### src/hw/rtl/htw_ram.sv
// Generic single write port, single read port RAM with registered read data.
module htw_ram #(
  parameter int WIDTH = 8,
  parameter int DEPTH = 16
) (
  input  logic                                   clk,
  input  logic                                   we,
  input  logic [((DEPTH > 1) ? $clog2(DEPTH) : 1)-1:0] waddr,
  input  logic [WIDTH-1:0]                       wdata,
  input  logic [((DEPTH > 1) ? $clog2(DEPTH) : 1)-1:0] raddr,
  output logic [WIDTH-1:0]                       rdata
);

  logic [WIDTH-1:0] mem [DEPTH];

  always_ff @(posedge clk) begin
    if (we) begin
      mem[waddr] <= wdata;
    end
    rdata <= mem[raddr];
  end

endmodule

### config.mk
export PLATFORM = sky130hd
export DESIGN_NAME = htw_ram
export DESIGN_NICKNAME = d
export VERILOG_FILES = /design/src/hw/rtl/htw_ram.sv
export SDC_FILE = /design/constraint.sdc
export NUM_CORES = 1
export LEC_CHECK = 0
export BUFFER_PORTS_ARGS = -buffer_cell sky130_fd_sc_hd__buf_2
export CORE_MARGIN = 10
export CORE_UTILIZATION = 54
export CTS_CLUSTER_SIZE = 40
export DETAILED_ROUTE_END_ITERATION = 16
export HOLD_SLACK_MARGIN = 0.02
export PLACE_DENSITY_LB_ADDON = 0.2
export SLEW_MARGIN = 10
export SYNTH_ARGS = -nofsm -noshare
export SYNTH_HDL_FRONTEND = slang
export SYNTH_SLANG_ARGS = --single-unit
### constraint.sdc
create_clock -name clk -period 1.5 [get_ports clk]
set_input_delay 0.075 -clock clk [delete_from_list [all_inputs] [get_ports clk]]
set_output_delay 0.075 -clock clk [all_outputs]
set_load 0.005 [all_outputs]
==> flow_summary.json <==
{
  "drive_above_1_share_pct": 31.6,
  "post_cts.repair.setup_buffers": 0,
  "cp-startpoint": "mem[9][2]",
  "p_leak_nw": 2.15,
  "rows": 35,
  "dieHeight_um": 118,
  "synth_seq_cells": 136,
  "power.density_nw_per_um2": 1410,
  "vias": 2451,
  "cts_made_buffers": 17,
  "first_pass_iters": 5,
  "clock-sinks": 136,
  "end_kind": "flop",
  "clockBufferDepth": 2,
  "grt_setup_unrepaired": "no",
  "ioPinCount": 26,
  "outcome": "completed",
  "detail-route-antenna-nets": 0,
  "yosysWarnings": 0,
  "hold_buffers": 8,
  "cts-root-buf": "clkbuf_8",
  "synth-xor-area-share_pct": 0,
  "die_x_um": 118,
  "wl_met1_um": 4460,
  "post-route-drc-count": 0,
  "crit_path_cell_trace": "mux4_1 -> a22oi_1 -> nand2_1",
  "maxCapViolations": 0,
  "fin_setup_tns_ps": 0,
  "critical_path.endpoint": "rdata[2]",
  "maxSlewViolCount": 0,
  "routed_wl_um": 10000,
  "reg2regPathDepth": 3,
  "wl_per_cell_um": 22.9,
  "netlist_area_um2": 5150,
  "synth_top_family_by_area": "multiplexers",
  "cp.required_ps": 1890,
  "cts_resized": 0,
  "max_freq_ghz": 0.717,
  "grt_pass1_vias": 2636,
  "vias_per_cell": 5.62,
  "final_cell_mix": "128 x edfxtp_1, 25 x buf_2, 20 x buf_4, 18 x mux4_2",
  "rr_endpoint": "rdata[2]",
  "clk_pin_slew_worst_paths_ps": 60,
  "regToRegStartpoint": "mem[9][2]",
  "synth_fp_nets": 247,
  "top_layer": "met4",
  "n_antenna_cell": 0,
  "start_kind": "flop",
  "insertion_delay_ps": 510,
  "post-place-ws_ps": -97.1,
  "tightest_slew_ps": 787,
  "grt_max_degree": 33,
  "finalCriticalPeriod_ps": 1390,
  "cp_max_fo": 1,
  "period_share_pct": 92.9,
  "finClkSkew_ps": 10.6,
  "cts_tree": "built",
  "cp_slowest_cell": "mux4_1",
  "finalHoldViolCount": 0,
  "fill_cells": 612,
  "finalWorstSetupSlack_ps": 106,
  "fin_util_pct": 67.4,
  "route.met2.wl_um": 4840,
  "core_area_um2": 9240,
  "max_stage_delay_ps": 510,
  "start_util_pct": 55.7,
  "criticalPathCategory": "reg2reg",
  "postPlaceCellArea_um2": 5560,
  "grt-ovfl-total": 0,
  "slew_headroom_pct": 47.4,
  "final_common_cell": "edfxtp_1",
  "reg2reg_slack_ps": 110,
  "synthToLayoutAreaGrowth_pct": 21.1,
  "gp_congestion": 0.769,
  "grt_usage_pct": 15.2,
  "stdcell_area_um2": 6230,
  "cts_max_level": 4,
  "nets": 312,
  "finalSetupViolations": 0,
  "yosysSeqAreaShare_pct": 77.8,
  "yosysUniqueCellTypes": 19,
  "synthAdderAreaFrac_pct": 0,
  "design.die.area_um2": 13800,
  "drtIter0Drc": 213,
  "synth_simple_gate_area_share_pct": 3.18,
  "vdd_drop_max_mv": 0.970,
  "hp-class": "in2reg",
  "antenna_found_initial": 0,
  "grt_pass1_wl_um": 15700,
  "io_buffers": 25,
  "syn_avg_cell_area_um2": 22.5,
  "wl_met3_um": 634,
  "synth-compound-area-share_pct": 2.33,
  "synthCells": 229,
  "synth_mux_area_share_pct": 15.0,
  "arrival_ps": 1780,
  "dp_hpwl_um": 6450
}
[flip-flops by register name, summed over array words and instances, names as in the netlist]
register  flops
mem         128
rdata         8
[layer usage]
layer	vias up	global-route usage, %
met5	-	0
met4	0	4.87
met3	5	4.36
met2	82	23.6
met1	1261	20.2
li1	1103	-
[report_power, final]
group | switching, mW | internal [mW]
Combinational | 0.222 | 0.192
Sequential | 0.0270 | 4.25
Clock | 1.50 | 2.57
[worst min-delay path by stage]
stage	cells after the start	start	end
after floorplan	0	wdata[0]	mem[0][0]
after global placement	1	wdata[5]	mem[7][5]
after detailed placement	1	rdata[4]	rdata[4]
after CTS	3	waddr[0]	mem[4][2]
after global routing	3	waddr[0]	mem[0][0]
final	3	waddr[0]	mem[4][2]
[cells by family after synthesis]
| group | Yosys count |
|---|---|
| multiplexers | 32 |
| flip-flops | 136 |
| AO/OA/AOI/OAI | 16 |
| buffers and inverters | 10 |
| AND/OR/NAND/NOR | 35 |
[metrics by stage]
| step | hold WS, ps | instances | power (mW) |
|---|---|---|---|
| 6_report | 125 | 436 | 8.76 |
| 3_3_place_gp | 466 | 396 | 4.75 |
| 3_5_place_dp | 458 | 396 | 4.76 |
| 2_1_floorplan | 174 | 229 | 4.56 |
| 5_1_grt | 126 | 436 | 9.02 |
| 4_1_cts | 100 | 436 | 8.82 |
[synth_stat cells]
cell             count  area share (%)
a22oi_1             16             2.3
and2_1               1            0.12
and2b_1              1            0.15
buf_2                3            0.29
buf_4                1            0.15
buf_6                3            0.66
clkdlybuf4s25_2      3            0.58
dfxtp_1              8             3.1
edfxtp_1           128              75
mux4_1              14             7.1
mux4_2              18             7.9
nand2_1              9            0.66
nand2b_1             2            0.24
nand3_1              1           0.097
nand3b_1             2            0.29
nor2_1              13            0.95
nor2b_1              1            0.12
nor3_1               4            0.39
or3b_2               1            0.17
[worst max-delay path: cells and delay by family (launching register included)]
kind             cells  cell delay, ps
AND/OR/NAND/NOR      1              90
multiplexers         1             510
AO/OA/AOI/OAI        1             290
flip-flops           1             370
[cell type report]
type,instances,area [um^2],area share [%]
Timing Repair Buffer,56,415,6.67
Clock buffer,20,435,6.99
Sequential cell,136,4000,64.3
Clock inverter,12,153,2.45
Multi-Input combinational cell,83,1060,17.0
Tap cell,129,161,2.59
Power figures use the tool's default switching activity.
