`src/hw/rtl/htw_pkg.sv`:
```
// Shared constants, types and the slot selection function of the hierarchical timer wheel.
package htw_pkg;

  localparam int TIMER_COUNT  = 64;
  localparam int LEVEL0_BITS  = 8;
  localparam int UPPER_BITS   = 6;
  localparam int UPPER_LEVELS = 4;
  localparam int TICK_BITS    = 32;

  localparam int L0_SIZE    = 1 << LEVEL0_BITS;
  localparam int UP_SIZE    = 1 << UPPER_BITS;
  localparam int SLOT_TOTAL = L0_SIZE + UPPER_LEVELS * UP_SIZE;
  localparam int SLOT_W     = $clog2(SLOT_TOTAL);
  localparam int ID_W       = $clog2(TIMER_COUNT);
  localparam int LINK_W     = $clog2(TIMER_COUNT + 1);
  localparam int CNT_W      = $clog2(TIMER_COUNT + 1);
  localparam int LIDX_W     = (UPPER_LEVELS > 1) ? $clog2(UPPER_LEVELS) : 1;

  localparam logic [LINK_W-1:0] EMPTY_LINK = LINK_W'(TIMER_COUNT);

  // Field widths on the stream ports.
  localparam int OP_W        = 2;
  localparam int TIMER_ID_W  = 6;
  localparam int DEADLINE_W  = 32;
  localparam int WOKEN_W     = 6;
  localparam int IN_TDATA_W  = 40;
  localparam int OUT_TDATA_W = 8;

  localparam logic [OP_W-1:0] OP_ARM    = 2'd0;
  localparam logic [OP_W-1:0] OP_CANCEL = 2'd1;
  localparam logic [OP_W-1:0] OP_TICK   = 2'd2;

  localparam logic CAUSE_EXPIRED   = 1'b0;
  localparam logic CAUSE_CANCELLED = 1'b1;

  typedef struct packed {
    logic [TICK_BITS-1:0] dl;
    logic [SLOT_W-1:0]    slot;
    logic [ID_W-1:0]      prv;
    logic [ID_W-1:0]      nxt;
  } entry_t;

  typedef struct packed {
    logic              we;
    logic [SLOT_W-1:0] waddr;
    logic [LINK_W-1:0] wdata;
    logic [SLOT_W-1:0] raddr;
  } head_req_t;

  typedef struct packed {
    logic            we;
    logic [ID_W-1:0] waddr;
    entry_t          wdata;
    logic [ID_W-1:0] raddr;
  } ent_req_t;

  typedef struct packed {
    logic            valid;
    logic [ID_W-1:0] id;
    logic            cause;
    logic            last;
  } emit_t;

  // Slot that a timer with deadline dl belongs in at time now.
  function automatic logic [SLOT_W-1:0] file_slot(input logic [TICK_BITS-1:0] dl,
                                                  input logic [TICK_BITS-1:0] now);
    logic [TICK_BITS-1:0] expv;
    logic [TICK_BITS-1:0] diff;
    logic [SLOT_W-1:0]    s;
    logic                 found;
    int                   lvl;
    int                   sh;
    int                   k;
    expv  = (dl > now) ? dl : now;
    diff  = expv - now;
    lvl   = UPPER_LEVELS;
    found = 1'b0;
    for (k = 0; k < UPPER_LEVELS; k++) begin
      sh = LEVEL0_BITS + k * UPPER_BITS;
      if (!found && ((sh >= TICK_BITS) || ((diff >> sh) == '0))) begin
        lvl   = k;
        found = 1'b1;
      end
    end
    if (lvl == 0) begin
      s = SLOT_W'(expv & TICK_BITS'(L0_SIZE - 1));
    end else begin
      sh = LEVEL0_BITS + (lvl - 1) * UPPER_BITS;
      s  = SLOT_W'(L0_SIZE + (lvl - 1) * UP_SIZE);
      if (sh < TICK_BITS) begin
        s = s + SLOT_W'((expv >> sh) & TICK_BITS'(UP_SIZE - 1));
      end
    end
    return s;
  endfunction

endpackage

```
`src/hw/rtl/htw_ctrl.sv`:
```
// Sequencer that walks, links and unlinks timer lists held in the slot and entry memories.
module htw_ctrl import htw_pkg::*; (
  input  logic                  clk,
  input  logic                  rst,
  input  logic                  in_valid,
  output logic                  in_ready,
  input  logic [OP_W-1:0]       in_op,
  input  logic [TIMER_ID_W-1:0] in_id,
  input  logic [DEADLINE_W-1:0] in_dl,
  output head_req_t             hreq,
  input  logic [LINK_W-1:0]     hrd,
  output ent_req_t              ereq,
  input  entry_t                erd,
  output emit_t                 emit,
  input  logic                  emit_ok
);

  typedef enum logic [21:0] {
    ST_CLEAR = 22'h000001,
    ST_IDLE  = 22'h000002,
    ST_UL0   = 22'h000004,
    ST_UL1   = 22'h000008,
    ST_UL2   = 22'h000010,
    ST_UL3   = 22'h000020,
    ST_UL4   = 22'h000040,
    ST_FILE  = 22'h000080,
    ST_LK0   = 22'h000100,
    ST_LK1   = 22'h000200,
    ST_LK2   = 22'h000400,
    ST_LK3   = 22'h000800,
    ST_LK4   = 22'h001000,
    ST_OUT   = 22'h002000,
    ST_CA0   = 22'h004000,
    ST_TADV  = 22'h008000,
    ST_DR1   = 22'h010000,
    ST_WK0   = 22'h020000,
    ST_WK1   = 22'h040000,
    ST_EX    = 22'h080000,
    ST_WK2   = 22'h100000,
    ST_CAEND = 22'h200000
  } state_t;

  state_t               state;
  logic [SLOT_W-1:0]    clr;
  logic [OP_W-1:0]      opreg;
  logic [ID_W-1:0]      cur;
  logic [TICK_BITS-1:0] dl;
  logic [TICK_BITS-1:0] tick;
  logic [LEVEL0_BITS-1:0] l0hand;
  logic [UPPER_BITS-1:0] uhand [UPPER_LEVELS];
  logic [TIMER_COUNT-1:0] armed;
  logic [ID_W-1:0]      nx;
  logic [ID_W-1:0]      pv;
  logic [SLOT_W-1:0]    uslot;
  logic [SLOT_W-1:0]    lslot;
  logic [SLOT_W-1:0]    dslot;
  logic [ID_W-1:0]      hreg;
  logic [ID_W-1:0]      treg;
  logic [ID_W-1:0]      hsave;
  logic [ID_W-1:0]      nsave;
  logic [CNT_W-1:0]     cnt;
  logic [LIDX_W-1:0]    lidx;
  logic                 casc;

  logic [LIDX_W-1:0]    dstart;
  logic [SLOT_W-1:0]    cslot;
  logic                 head_empty;
  logic                 walk_end;
  logic                 id_ok;
  logic [ID_W-1:0]      in_idx;

  assign head_empty = (hrd >= EMPTY_LINK);
  assign walk_end   = (nsave == hsave) || (cnt == CNT_W'(TIMER_COUNT));
  assign id_ok      = (int'(in_id) < TIMER_COUNT);
  assign in_idx     = ID_W'(in_id);
  assign cslot      = SLOT_W'(L0_SIZE) + (SLOT_W'(lidx) << UPPER_BITS) + SLOT_W'(uhand[lidx]);
  assign in_ready   = (state == ST_IDLE);

  // Deepest level that cascades: each level below it has its hand at zero.
  always_comb begin
    logic stop;
    dstart = '0;
    stop   = 1'b0;
    for (int k = 0; k < UPPER_LEVELS - 1; k++) begin
      if (!stop && (uhand[k] == '0)) begin
        dstart = LIDX_W'(k + 1);
      end else begin
        stop = 1'b1;
      end
    end
  end

  always_comb begin
    entry_t tmp;
    tmp  = erd;
    hreq = '0;
    ereq = '0;
    emit = '0;
    case (state)
      ST_CLEAR: begin
        hreq.we    = 1'b1;
        hreq.waddr = clr;
        hreq.wdata = EMPTY_LINK;
      end
      ST_UL0: ereq.raddr = cur;
      ST_UL1: begin
        if (erd.nxt == cur) begin
          hreq.we    = 1'b1;
          hreq.waddr = erd.slot;
          hreq.wdata = EMPTY_LINK;
        end else begin
          hreq.raddr = erd.slot;
          ereq.raddr = erd.prv;
        end
      end
      ST_UL2: begin
        tmp.nxt    = nx;
        ereq.we    = 1'b1;
        ereq.waddr = pv;
        ereq.wdata = tmp;
        if (hrd == LINK_W'(cur)) begin
          hreq.we    = 1'b1;
          hreq.waddr = uslot;
          hreq.wdata = LINK_W'(nx);
        end
      end
      ST_UL3: ereq.raddr = nx;
      ST_UL4: begin
        tmp.prv    = pv;
        ereq.we    = 1'b1;
        ereq.waddr = nx;
        ereq.wdata = tmp;
      end
      ST_LK0: hreq.raddr = lslot;
      ST_LK1: begin
        if (head_empty) begin
          hreq.we    = 1'b1;
          hreq.waddr = lslot;
          hreq.wdata = LINK_W'(cur);
          ereq.we    = 1'b1;
          ereq.waddr = cur;
          ereq.wdata = '{dl: dl, slot: lslot, prv: cur, nxt: cur};
        end else begin
          ereq.raddr = ID_W'(hrd);
        end
      end
      ST_LK2: begin
        // A single-entry list has its head as its own tail.
        if (erd.prv == hreg) begin
          tmp.nxt = cur;
        end
        tmp.prv    = cur;
        ereq.we    = 1'b1;
        ereq.waddr = hreg;
        ereq.wdata = tmp;
      end
      ST_LK3: begin
        ereq.we    = 1'b1;
        ereq.waddr = cur;
        ereq.wdata = '{dl: dl, slot: lslot, prv: treg, nxt: hreg};
        ereq.raddr = treg;
      end
      ST_LK4: begin
        tmp.nxt    = cur;
        ereq.we    = 1'b1;
        ereq.waddr = treg;
        ereq.wdata = tmp;
      end
      ST_OUT: begin
        emit.valid = 1'b1;
        emit.id    = cur;
        emit.cause = CAUSE_CANCELLED;
        emit.last  = 1'b1;
      end
      ST_CA0:  hreq.raddr = cslot;
      ST_TADV: hreq.raddr = SLOT_W'(l0hand);
      ST_DR1: begin
        if (!head_empty) begin
          hreq.we    = 1'b1;
          hreq.waddr = dslot;
          hreq.wdata = EMPTY_LINK;
        end
      end
      ST_WK0: ereq.raddr = cur;
      ST_EX: begin
        emit.valid = 1'b1;
        emit.id    = cur;
        emit.cause = CAUSE_EXPIRED;
        emit.last  = walk_end;
      end
      default: begin
      end
    endcase
  end

  always_ff @(posedge clk) begin
    if (rst) begin
      state  <= ST_CLEAR;
      clr    <= '0;
      tick   <= '0;
      l0hand <= '0;
      armed  <= '0;
      casc   <= 1'b0;
      for (int k = 0; k < UPPER_LEVELS; k++) begin
        uhand[k] <= '0;
      end
    end else begin
      case (state)
        ST_CLEAR: begin
          clr <= clr + SLOT_W'(1);
          if (clr == SLOT_W'(SLOT_TOTAL - 1)) begin
            state <= ST_IDLE;
          end
        end
        ST_IDLE: begin
          if (in_valid) begin
            opreg <= in_op;
            cur   <= in_idx;
            dl    <= TICK_BITS'(in_dl);
            case (in_op)
              OP_ARM: begin
                if (id_ok) begin
                  armed[in_idx] <= 1'b1;
                  state <= armed[in_idx] ? ST_UL0 : ST_FILE;
                end
              end
              OP_CANCEL: begin
                if (id_ok && armed[in_idx]) begin
                  state <= ST_UL0;
                end
              end
              OP_TICK: begin
                casc <= 1'b1;
                lidx <= dstart;
                state <= (l0hand == '0) ? ST_CA0 : ST_TADV;
              end
              default: begin
              end
            endcase
          end
        end
        ST_UL0: state <= ST_UL1;
        ST_UL1: begin
          nx    <= erd.nxt;
          pv    <= erd.prv;
          uslot <= erd.slot;
          if (erd.nxt == cur) begin
            if (opreg == OP_ARM) begin
              state <= ST_FILE;
            end else begin
              armed[cur] <= 1'b0;
              state <= ST_OUT;
            end
          end else begin
            state <= ST_UL2;
          end
        end
        ST_UL2: state <= ST_UL3;
        ST_UL3: state <= ST_UL4;
        ST_UL4: begin
          if (opreg == OP_ARM) begin
            state <= ST_FILE;
          end else begin
            armed[cur] <= 1'b0;
            state <= ST_OUT;
          end
        end
        ST_FILE: begin
          lslot <= file_slot(dl, tick);
          state <= ST_LK0;
        end
        ST_LK0: state <= ST_LK1;
        ST_LK1: begin
          hreg <= ID_W'(hrd);
          if (head_empty) begin
            state <= (opreg == OP_ARM) ? ST_IDLE : ST_WK2;
          end else begin
            state <= ST_LK2;
          end
        end
        ST_LK2: begin
          treg  <= erd.prv;
          state <= ST_LK3;
        end
        ST_LK3: begin
          if (treg == hreg) begin
            state <= (opreg == OP_ARM) ? ST_IDLE : ST_WK2;
          end else begin
            state <= ST_LK4;
          end
        end
        ST_LK4: state <= (opreg == OP_ARM) ? ST_IDLE : ST_WK2;
        ST_OUT: begin
          if (emit_ok) begin
            state <= ST_IDLE;
          end
        end
        ST_CA0: begin
          dslot <= cslot;
          state <= ST_DR1;
        end
        ST_TADV: begin
          tick   <= tick + TICK_BITS'(1);
          l0hand <= l0hand + LEVEL0_BITS'(1);
          dslot  <= SLOT_W'(l0hand);
          casc   <= 1'b0;
          state  <= ST_DR1;
        end
        ST_DR1: begin
          hsave <= ID_W'(hrd);
          cur   <= ID_W'(hrd);
          cnt   <= '0;
          if (head_empty) begin
            state <= casc ? ST_CAEND : ST_IDLE;
          end else begin
            state <= ST_WK0;
          end
        end
        ST_WK0: state <= ST_WK1;
        ST_WK1: begin
          nsave <= erd.nxt;
          dl    <= erd.dl;
          cnt   <= cnt + CNT_W'(1);
          state <= casc ? ST_FILE : ST_EX;
        end
        ST_EX: begin
          if (emit_ok) begin
            armed[cur] <= 1'b0;
            state <= ST_WK2;
          end
        end
        ST_WK2: begin
          if (!walk_end) begin
            cur   <= nsave;
            state <= ST_WK0;
          end else begin
            state <= casc ? ST_CAEND : ST_IDLE;
          end
        end
        ST_CAEND: begin
          uhand[lidx] <= uhand[lidx] + UPPER_BITS'(1);
          if (lidx == '0) begin
            state <= ST_TADV;
          end else begin
            lidx  <= lidx - LIDX_W'(1);
            state <= ST_CA0;
          end
        end
        default: state <= ST_IDLE;
      endcase
    end
  end

endmodule

```
`config.mk`:
```
export PLATFORM = sky130hd
export DESIGN_NAME = htw_ctrl
export DESIGN_NICKNAME = d
export VERILOG_FILES = /design/src/hw/rtl/htw_pkg.sv /design/src/hw/rtl/htw_ctrl.sv
export SDC_FILE = /design/constraint.sdc
export NUM_CORES = 1
export LEC_CHECK = 0
export BUFFER_PORTS_ARGS = -buffer_cell sky130_fd_sc_hd__buf_2
export CAP_MARGIN = 20
export CORE_AREA = 2 2 216 218
export CTS_CLUSTER_SIZE = 20
export DETAILED_ROUTE_END_ITERATION = 10
export DIE_AREA = 0 0 218 220
export HOLD_SLACK_MARGIN = 0.05
export SLEW_MARGIN = 20
export SYNTH_ARGS = -nofsm -noshare
export SYNTH_HDL_FRONTEND = slang
export SYNTH_SLANG_ARGS = --single-unit
```
`constraint.sdc`:
```
create_clock -name clk -period 12.07 [get_ports clk]
set_clock_uncertainty 0.2 [all_clocks]
set_input_delay 1.207 -clock clk [delete_from_list [all_inputs] [get_ports clk]]
set_output_delay 1.207 -clock clk [all_outputs]
set_load 0.01 [all_outputs]
```
==> results of run 1 <==
-- layout make-up --
cell class	instances	area share [%]
multi-input cells	1672	50.28
inverters	88	1.582
clock buffers	48	4.873
well taps	607	3.638
repair buffers	232	5.898
flip-flops and latches	274	32.80
clock inverters	14	0.8991
diodes	3	0.03596
-- cells in the mapped netlist, types with 10 or more instances --
master	instances	area share, %
a211oi_1	17	0.71
a21o_1	10	0.42
a21oi_1	159	4.4
a221oi_1	11	0.53
a222oi_1	39	2.2
a22o_1	53	2.6
a22oi_1	29	1.2
and2_1	17	0.59
and3_1	19	0.66
buf_2	16	0.44
clkbuf_1	84	1.7
dfxtp_1	138	15
edfxtp_1	136	23
ha_1	76	5.3
inv_1	85	1.8
mux2_2	10	0.62
mux2i_1	53	2.9
mux4_2	14	1.7
nand2_1	376	7.8
nand2b_1	15	0.52
nand3_1	57	1.6
nand4_1	34	1.2
nor2_1	193	4.0
nor2b_1	21	0.73
nor3_1	51	1.4
nor3b_1	13	0.54
nor4_1	17	0.59
o211ai_1	10	0.42
o21ai_0	125	3.5
o31ai_1	10	0.42
or3_1	19	0.66
xnor2_1	58	2.8
xor2_1	33	1.6
-- sequential cells by signal (all words and copies together), names as in the netlist, 7 cells and up, named ones only --
name,count
l0hand,8
state,22
cnt,7
uhand,24
dslot,9
uslot,9
clr,9
tick,32
dl,32
armed,64
lslot,9
-- placed cells by master (no fill, tap or decap), types with 57 or more instances in the layout --
cell type | synthesis | final
buf_2 | 16 | 204
xnor2_1 | 58 | 58
nor2_1 | 193 | 192
nand3_1 | 57 | 57
ha_1 | 76 | 76
o21ai_0 | 125 | 125
nand2_1 | 376 | 376
inv_1 | 85 | 85
edfxtp_1 | 136 | 136
a21oi_1 | 159 | 158
dfxtp_1 | 138 | 138
-- worst max-delay path, delay by kind of cell, from the launching register on --
family                     cells  cell delay [ps]
xor gates and xnor gates       1              140
AOI/OAI and AO/OA              9             2540
muxes                          1              460
and+or+nand+nor               10             3770
adders and majority gates      4             1780
buffers and inverters          3              870
DFF                            1              500
-- final timing paths --
kind                               start                      to  slack [ps]  cells past startpoint
setup reg to reg        dl[19]$_DFFE_PP_      lslot[2]$_DFFE_PP_        1620                     28
hold / removal    armed[30]$_SDFFE_PP0P_  armed[30]$_SDFFE_PP0P_         270                      2
hold reg to reg   armed[30]$_SDFFE_PP0P_  armed[30]$_SDFFE_PP0P_         270                      2
setup / recovery        dl[19]$_DFFE_PP_      lslot[2]$_DFFE_PP_        1620                     28
-- layer usage --
metal	vias to the layer above	global-route usage, %	part of all wire (%)
met4	4	7.868	2.7
met5	-	0	0.031
met2	898	43.23	46
met3	125	4.017	8.1
met1	8556	35.87	43
li1	8202	-	-
-- metrics by stage --
step	utilization (%)	setup slack, ps	instance area, um2
after floorplan	-	3246	18080
after global placement	42.86	1743	19660
after detailed placement	42.87	1859	19660
after CTS	45.50	1788	20870
after global routing	45.50	1072	20870
final	45.52	1623	20880
-- cells by family after synthesis --
group,after synthesis
AOI/OAI and AO/OA,546
xor gates and xnor gates,91
adders and majority gates,76
buffers and inverters,198
DFF,274
muxes,77
and+or+nand+nor,882
-- power breakdown --
group	leakage [nW]	internal, mW	switching, mW
logic	5.30	0.0515	0.0921
registers	2.36	0.982	0.00872
clock network	0.597	0.679	0.433
==> results.sh, run 1 <==
export IMPL_p_total_mw=2.246
export IMPL_ant_nets=0
export IMPL_postCtsHoldBufs=0
export IMPL_cts_tree="built"
export IMPL_gp_congestion=0.9449
export IMPL_ys_flop_type="dfxtp_1"
export IMPL_start_kind="flip-flop"
export IMPL_path_class="flip-flop to flip-flop"
export IMPL_fill_cells=4525
export IMPL_cts_setup_buffers=0
export IMPL_io_pin_count=206
export IMPL_fin_crit_sh_pct=86.55
export IMPL_grt_max_degree=97
export IMPL_fin_cells=2938
export IMPL_overflow=0
export IMPL_worstPathMaxFanout=21
export IMPL_die_h_um=220
export IMPL_status="completed"
export IMPL_syn_area_per_cell_um2=8.433
export IMPL_ir_drop_uv=93.55
export IMPL_async_reset_ff_share_pct=0
export IMPL_wl_um=64570
export IMPL_setup_viol=0
export IMPL_synthMuxAreaShare_pct=5.301
export IMPL_slowest_stage="a2111oi_0"
export IMPL_synth_adder_area_share_pct=5.259
export IMPL_die_area_mm2=0.04796
export IMPL_dr_pass1_iters=8
export IMPL_fin_crit_ps=10450
export IMPL_yosys_warnings=0
export IMPL_htreeDepth=2
export IMPL_core_mm2=0.04586
export IMPL_numCtsBuffers=35
export IMPL_synth_top_family_by_area="simple AND/OR/NAND/NOR gates"
export IMPL_first_global_vias=16990
export IMPL_path_common_cell="ha_1"
export IMPL_clkLatencyLatePin_ps=540
export IMPL_synth_edf_count=136
export IMPL_yosys_area_share_simple_pct=22.55
export IMPL_drive_above_1_share_pct=14.78
export IMPL_start_util_pct=39.42
export IMPL_dieWidth_um=218
export IMPL_critical_path_required_ps=12250
export IMPL_clockBufferDepth=3
export IMPL_syn_to_final_growth_pct=15.45
export IMPL_relSlewSlack_pct=27.83
export IMPL_power_leakage_nw=8.259
export IMPL_ff_latch_area_mm2=0.006847
export IMPL_clock_sinks=274
export IMPL_synthXorXnorAreaFrac_pct=4.408
export IMPL_cts_root_buf="clkbuf_16"
export IMPL_clk_pin_slew_ps=70
export IMPL_hold_viol_final=0
export IMPL_maxCapViolations=0
export IMPL_syn_inst=2144
export IMPL_dp_hpwl_um=47730
export IMPL_cp_end_kind="flip-flop"
export IMPL_syn_cell_area_mm2=0.01808
export IMPL_hold_class="flip-flop to flip-flop"
export IMPL_worst_slew_pin_slew_ps=1083
export IMPL_grt_total_usage_pct=26.37
export IMPL_ys_seq_area_share_pct=37.87
export IMPL_grt_pass1_wl_um=99450
export IMPL_synthDistinctLibCells=81
export IMPL_antenna_found_initial=4
export IMPL_ys_ff_latch=274
export IMPL_power_density_mw_per_mm2=107.6
export IMPL_arrival_ps=10630
export IMPL_route_detailed_drc=0
export IMPL_synth_compound_area_share_pct=20.23
export IMPL_dp_cells=2873
export IMPL_grt_setup_unrepaired="false"
export IMPL_rows=79
export IMPL_routedWlPerCell_um=21.98
export IMPL_max_freq_mhz=95.72
export IMPL_cpPeakStageDelay_ps=780
export IMPL_io_buffers=205
export IMPL_syn_nets=2324
export IMPL_drt_iter0_drc=2365
export IMPL_num_vias=17790
export IMPL_setup_tns_ps=0
export IMPL_cts_resized=0
export IMPL_slew_violations=0
export IMPL_nets=2483
export IMPL_whs_ps=274.3
export IMPL_via_per_inst=6.053
export IMPL_multi_input_area_mm2=0.01050
No activity file was read; power rests on OpenSTA's default activity.
==> run 2: changes to the inputs <==
--- a/config.mk
+++ b/config.mk
@@ -7,11 +7,14 @@
 export LEC_CHECK = 0
 export BUFFER_PORTS_ARGS = -buffer_cell sky130_fd_sc_hd__buf_2
 export CAP_MARGIN = 20
+export CELL_PAD_IN_SITES_DETAIL_PLACEMENT = 0
+export CELL_PAD_IN_SITES_GLOBAL_PLACEMENT = 1
 export CORE_AREA = 2 2 216 218
 export CTS_CLUSTER_SIZE = 20
 export DETAILED_ROUTE_END_ITERATION = 10
 export DIE_AREA = 0 0 218 220
 export HOLD_SLACK_MARGIN = 0.05
+export PLACE_DENSITY_LB_ADDON = 0.1
 export SLEW_MARGIN = 20
 export SYNTH_ARGS = -nofsm -noshare
 export SYNTH_HDL_FRONTEND = slang
==> results.sh, run 2 (synthesis results as in run 1) <==
export IMPL_critPathBufInv=3
export IMPL_cp_top_family="simple AND/OR/NAND/NOR gates"
export IMPL_cts_setup_buffers=0
export IMPL_wl_um=66420
export IMPL_insertedDiodeCount=0
export IMPL_setup_viol=0
export IMPL_num_vias=17470
export IMPL_clkLatencyLatePin_ps=560
export IMPL_r2r_cells=28
export IMPL_routedWlPerCell_um=22.65
export IMPL_drive_above_1_share_pct=14.57
export IMPL_slowest_stage="nor4_1"
export IMPL_gp_congestion=0.9339
export IMPL_clockBufferDepth=3
export IMPL_ir_drop_uv=105.5
export IMPL_io_pin_count=206
export IMPL_route_detailed_drc=0
export IMPL_relSlewSlack_pct=27.45
export IMPL_dr_pass1_iters=8
export IMPL_hold_viol_final=0
export IMPL_busiest_layer="met2"
export IMPL_dp_hpwl_um=49630
export IMPL_drt_iter0_drc=1807
export IMPL_ant_nets=0
export IMPL_cts_resized=0
export IMPL_grt_total_usage_pct=27.27
export IMPL_nets=2480
export IMPL_max_freq_mhz=93.54
export IMPL_core_mm2=0.04586
export IMPL_start_util_pct=39.42
export IMPL_arrival_ps=10770
export IMPL_power_density_mw_per_mm2=102.9
export IMPL_io_buffers=205
export IMPL_power_leakage_nw=8.198
export IMPL_r2r_start="dl[31]$_DFFE_PP_"
export IMPL_hp_start="armed[32]$_SDFFE_PP0P_"
export IMPL_reg2reg_to="lslot[3]$_DFFE_PP_"
export IMPL_clk_pin_slew_ps=60
export IMPL_pre_cts_ws_ps=1619
export IMPL_start_kind="flip-flop"
export IMPL_final_cell_mix="nand2_1 (376), buf_2 (204), nor2_1 (192)"
export IMPL_dieWidth_um=218
export IMPL_grt_max_degree=88
export IMPL_overflow=0
export IMPL_rows=79
export IMPL_fin_crit_sh_pct=88.57
export IMPL_hold_class="flip-flop to flip-flop"
export IMPL_grt_setup_unrepaired="false"
export IMPL_cpPeakStageDelay_ps=900
export IMPL_critical_path_required_ps=12150
export IMPL_mostFrequentLayoutCell="nand2_1"
export IMPL_first_global_vias=16950
export IMPL_placed_area_mm2=0.01964
export IMPL_grt_met1_usage_pct=35.75
export IMPL_syn_to_final_growth_pct=14.77
export IMPL_fin_crit_ps=10690
export IMPL_gr_usage_met3_pct=4.210
export IMPL_fill_cells=4585
export IMPL_grt_use_met2_pct=46.25
export IMPL_status="completed"
export IMPL_path_class="flip-flop to flip-flop"
export IMPL_postCtsHoldBufs=0
export IMPL_slew_violations=0
export IMPL_cts_root_buf="clkbuf_16"
export IMPL_largest_reg_flops=64
export IMPL_grt_pass1_wl_um=101400
export IMPL_cts_tree="built"
export IMPL_numCtsBuffers=34
export IMPL_worstPathMaxFanout=21
export IMPL_cp_end_kind="flip-flop"
export IMPL_via_per_inst=5.957
export IMPL_maxCapViolations=0
export IMPL_worst_slew_pin_slew_ps=1088
export IMPL_hold_path_endpoint="armed[32]$_SDFFE_PP0P_"
export IMPL_die_area_mm2=0.04796
export IMPL_die_h_um=220
export IMPL_hold_depth=2
export IMPL_htreeDepth=2
export IMPL_r2r_slack_ps=1380
export IMPL_antenna_found_initial=0
export IMPL_regMostFlops="armed"
export IMPL_fin_ws_ps=1379
export IMPL_setup_tns_ps=0
export IMPL_path_common_cell="ha_1"
export IMPL_reg_top3="armed x64, dl x32, tick x32"
export IMPL_final_area_mm2=0.02075
export IMPL_clock_sinks=274
==> run 2: worst max-delay path by stage <==
| stage | start | to | cells past startpoint |
|---|---|---|---|
| final | dl[31]$_DFFE_PP_ | lslot[3]$_DFFE_PP_ | 28 |
| after global routing | dl[31]$_DFFE_PP_ | lslot[3]$_DFFE_PP_ | 28 |
| after CTS | dl[23]$_DFFE_PP_ | lslot[3]$_DFFE_PP_ | 28 |
| after detailed placement | dl[23]$_DFFE_PP_ | lslot[3]$_DFFE_PP_ | 28 |
| after global placement | dl[23]$_DFFE_PP_ | lslot[2]$_DFFE_PP_ | 28 |
| after floorplan | dl[31]$_DFFE_PP_ | lslot[2]$_DFFE_PP_ | 33 |
==> run 2: stage by stage <==
stage / util [%] / std cells / power, mW / hold WS [ps]
6_report: 45.25 / 2933 / 2.135 / 271.8
3_3_place_gp: 42.82 / 2870 / 1.153 / 253.0
5_1_grt: 45.25 / 2933 / 2.200 / 296.8
2_1_floorplan: - / 2144 / 1.089 / 244.7
4_1_cts: 45.19 / 2932 / 2.151 / 272.0
3_5_place_dp: 42.83 / 2870 / 1.153 / 263.1
==> run 2: cell type report <==
class	count	area (um2)	share of cell area [%]
tap	607	759.5	3.660
clock buffer	50	999.7	4.817
multi-input combinational	1672	10500	50.59
timing repair buffer	230	1236	5.957
sequential	274	6847	32.99
clock inverter	12	81.33	0.3919
inverter	88	330.3	1.592
==> run 2: routing by layer <==
metal	routed length (um)	share of wire, %	up-vias
met5	0	0	-
met4	1860	2.8	0
met3	4630	7.0	133
li1	-	-	8195
met2	31470	47	752
met1	28460	43	8391
==> run 2: worst reg2reg max path: cells and delay by family, from the launching register on <==
| family | cells | cell delay (ps) |
|---|---|---|
| compound gates | 8 | 2470 |
| xor+xnor | 2 | 300 |
| fa+ha+maj | 4 | 1580 |
| buf+inv | 3 | 730 |
| flops | 1 | 470 |
| mux | 1 | 480 |
| simple gates | 10 | 4200 |
==> run 2: power by group <==
part	internal [mW]	switching, mW
combinational	0.0515	0.0924
clock	0.578	0.421
sequential	0.982	0.00924
==> run 3: changes to the inputs <==
--- a/config.mk
+++ b/config.mk
@@ -5,14 +5,15 @@
 export SDC_FILE = /design/constraint.sdc
 export NUM_CORES = 1
 export LEC_CHECK = 0
+export ABC_AREA = 1
 export BUFFER_PORTS_ARGS = -buffer_cell sky130_fd_sc_hd__buf_2
 export CAP_MARGIN = 20
 export CELL_PAD_IN_SITES_DETAIL_PLACEMENT = 0
 export CELL_PAD_IN_SITES_GLOBAL_PLACEMENT = 1
-export CORE_AREA = 2 2 216 218
+export CORE_AREA = 2 2 223 225
 export CTS_CLUSTER_SIZE = 20
 export DETAILED_ROUTE_END_ITERATION = 10
-export DIE_AREA = 0 0 218 220
+export DIE_AREA = 0 0 225 227
 export HOLD_SLACK_MARGIN = 0.05
 export PLACE_DENSITY_LB_ADDON = 0.1
 export SLEW_MARGIN = 20
==> results.sh, run 3 <==
export IMPL_hold_depth=1
export IMPL_seqPwrFrac_pct=35.5
export IMPL_switching_share_pct=35.37
export IMPL_reg_top3="armed x64, dl x32, tick x32"
export IMPL_whs_ps=255.4
export IMPL_critPathBufInv=8
export IMPL_start_util_pct=39.69
export IMPL_ant_nets=0
export IMPL_routedWlPerCell_um=21.15
export IMPL_syn_nets=2897
export IMPL_switchingPower_mw=1.035
export IMPL_gp_congestion=0.9742
export IMPL_synth_top_family_by_area="simple AND/OR/NAND/NOR gates"
export IMPL_numCtsBuffers=37
export IMPL_io_buffers=205
export IMPL_yosysMostFrequentCell="nand2_1"
export IMPL_synth_edf_count=136
export IMPL_insertedDiodeCount=0
export IMPL_synth_area_leaders="edfxtp_1 (21%), dfxtp_1 (14%), nand2_1 (10%)"
export IMPL_syn_to_final_growth_pct=14.73
export IMPL_synth_top_area_share_pct=21.19
export IMPL_relSlewSlack_pct=21.82
export IMPL_path_class="flip-flop to flip-flop"
export IMPL_status="completed"
export IMPL_largest_reg_flops=64
export IMPL_io_pin_count=206
export IMPL_hold_viol_final=0
export IMPL_dr_pass1_iters=6
export IMPL_hold_class="flip-flop to flip-flop"
export IMPL_yosys_area_share_simple_pct=25.95
export IMPL_fin_crit_sh_pct=67.97
export IMPL_grt_pass1_wl_um=113900
export IMPL_num_vias=20230
export IMPL_power_density_mw_per_mm2=132.3
export IMPL_power_frac_comb_pct=26.2
export IMPL_cp_top_family="compound AO/OA/AOI/OAI gates"
export IMPL_wl_um=74870
export IMPL_clockPowerShare_pct=38.3
export IMPL_cpPeakStageDelay_ps=770
export IMPL_grt_total_usage_pct=28.80
export IMPL_p_total_mw=2.925
export IMPL_dp_hpwl_um=57110
export IMPL_critical_path_required_ps=12180
export IMPL_setup_viol=0
export IMPL_syn_area_per_cell_um2=7.092
export IMPL_reg2reg_to="lslot[5]$_DFFE_PP_"
export IMPL_fin_crit_ps=8204
export IMPL_ys_top_cells_by_count="nand2_1 (511), inv_1 (375), nor2_1 (239)"
export IMPL_synthMuxAreaShare_pct=0
export IMPL_ys_ff_latch=274
export IMPL_synthXorXnorAreaFrac_pct=1.045
export IMPL_slowest_stage="a21o_1"
export IMPL_ys_flop_type="dfxtp_1"
export IMPL_start_kind="flip-flop"
export IMPL_route_detailed_drc=0
export IMPL_async_reset_ff_share_pct=0
export IMPL_cts_root_buf="clkbuf_16"
export IMPL_ys_seq_area_share_pct=35.53
export IMPL_ir_drop_uv=81.75
export IMPL_core_mm2=0.04855
export IMPL_synthDistinctLibCells=67
export IMPL_multi_input_area_mm2=0.01044
export IMPL_maxCapViolations=0
export IMPL_synth_adder_area_share_pct=4.935
export IMPL_worstPathMaxFanout=59
export IMPL_postCtsHoldBufs=0
export IMPL_power_leakage_nw=9.311
export IMPL_cts_tree="built"
export IMPL_yosys_warnings=0
export IMPL_slew_violations=0
export IMPL_rows=81
export IMPL_cp_end_kind="flip-flop"
export IMPL_drt_iter0_drc=1851
export IMPL_final_cell_mix="nand2_1 (509), inv_1 (375), nor2_1 (238)"
export IMPL_htreeDepth=2
export IMPL_syn_inst=2717
export IMPL_r2r_start="tick[3]$_SDFFE_PP0P_"
export IMPL_drive_above_1_share_pct=13.09
export IMPL_clockBufferDepth=3
export IMPL_arrival_ps=8320
export IMPL_grt_max_degree=73
export IMPL_overflow=0
export IMPL_nets=3069
export IMPL_syn_cell_area_mm2=0.01927
export IMPL_grt_setup_unrepaired="false"
export IMPL_hold_path_endpoint="l0hand[6]$_SDFFE_PP0P_"
export IMPL_setup_tns_ps=0
export IMPL_p_int_mw=1.890
export IMPL_fill_cells=5039
export IMPL_r2r_slack_ps=3870
export IMPL_cts_setup_buffers=0
export IMPL_regMostFlops="armed"
export IMPL_clkLatencyLatePin_ps=570
export IMPL_dieWidth_um=225
export IMPL_via_per_inst=5.714
export IMPL_first_global_vias=19390
export IMPL_ff_latch_area_mm2=0.006847
export IMPL_synth_compound_area_share_pct=22.06
export IMPL_cts_resized=0
export IMPL_r2r_cells=40
export IMPL_worst_slew_pin_slew_ps=1164
export IMPL_path_common_cell="nand2_1"
export IMPL_die_h_um=227
export IMPL_mostFrequentLayoutCell="nand2_1"
export IMPL_yosys_area_top_type="edfxtp_1"
export IMPL_antenna_found_initial=0
export IMPL_die_area_mm2=0.05108
export IMPL_clock_sinks=274
export IMPL_max_freq_mhz=121.9
export IMPL_clk_pin_slew_ps=60
export IMPL_hp_start="l0hand[6]$_SDFFE_PP0P_"
run 3: worst max path at each step:
stage	start	endpoint	slack [ps]	depth (start not counted)
floorplan	tick[18]$_SDFFE_PP0P_	lslot[0]$_DFFE_PP_	5970	47
global placement	tick[3]$_SDFFE_PP0P_	lslot[5]$_DFFE_PP_	3980	40
detailed placement	tick[3]$_SDFFE_PP0P_	lslot[5]$_DFFE_PP_	3990	40
CTS	tick[3]$_SDFFE_PP0P_	lslot[5]$_DFFE_PP_	3940	40
global route	tick[3]$_SDFFE_PP0P_	lslot[4]$_DFFE_PP_	3280	46
finish	tick[3]$_SDFFE_PP0P_	lslot[5]$_DFFE_PP_	3870	40
run 3: cell families after synthesis:
family / Yosys count
XOR/XNOR: 23
flip-flops: 274
adder cells (fa/ha/maj): 76
buffers and inverters: 516
AND/OR/NAND/NOR: 1122
AO/OA/AOI/OAI: 706
run 3: final cells by class:
type	count	share of cell area (%)
sequential	274	30.97
clock buffer	52	4.816
multi-input combinational	1927	47.21
clock inverter	16	0.6905
inverter	411	6.984
tap	622	3.520
timing repair buffer	238	5.807
run 3: per-stage QoR:
stage | cells | util [%] | setup WS [ps] | area (um2)
2_1_floorplan | 2717 | - | 5970 | 19270
3_3_place_gp | 3469 | 42.96 | 3981 | 20860
3_5_place_dp | 3471 | 43.02 | 3987 | 20890
4_1_cts | 3539 | 45.53 | 3943 | 22100
5_1_grt | 3540 | 45.54 | 3277 | 22110
6_report | 3540 | 45.54 | 3866 | 22110
run 3: routing by layer:
layer | GRT usage (%) | up-vias | share of wire (%)
li1 | - | 9720 | -
met1 | 37.71 | 9617 | 44
met2 | 49.87 | 753 | 47
met3 | 3.678 | 139 | 5.6
met4 | 8.161 | 0 | 2.8
met5 | 0 | - | 0
run 3: power by group through the flow:
| stage | Combinational, mW | Sequential, mW | Clock, mW |
|---|---|---|---|
| floorplan | 0.527 | 1.04 | 0 |
| global placement | 0.754 | 1.06 | 0 |
| detailed placement | 0.753 | 1.06 | 0 |
| CTS | 0.757 | 1.04 | 1.13 |
| global route | 0.847 | 1.04 | 1.17 |
| finish | 0.766 | 1.04 | 1.12 |
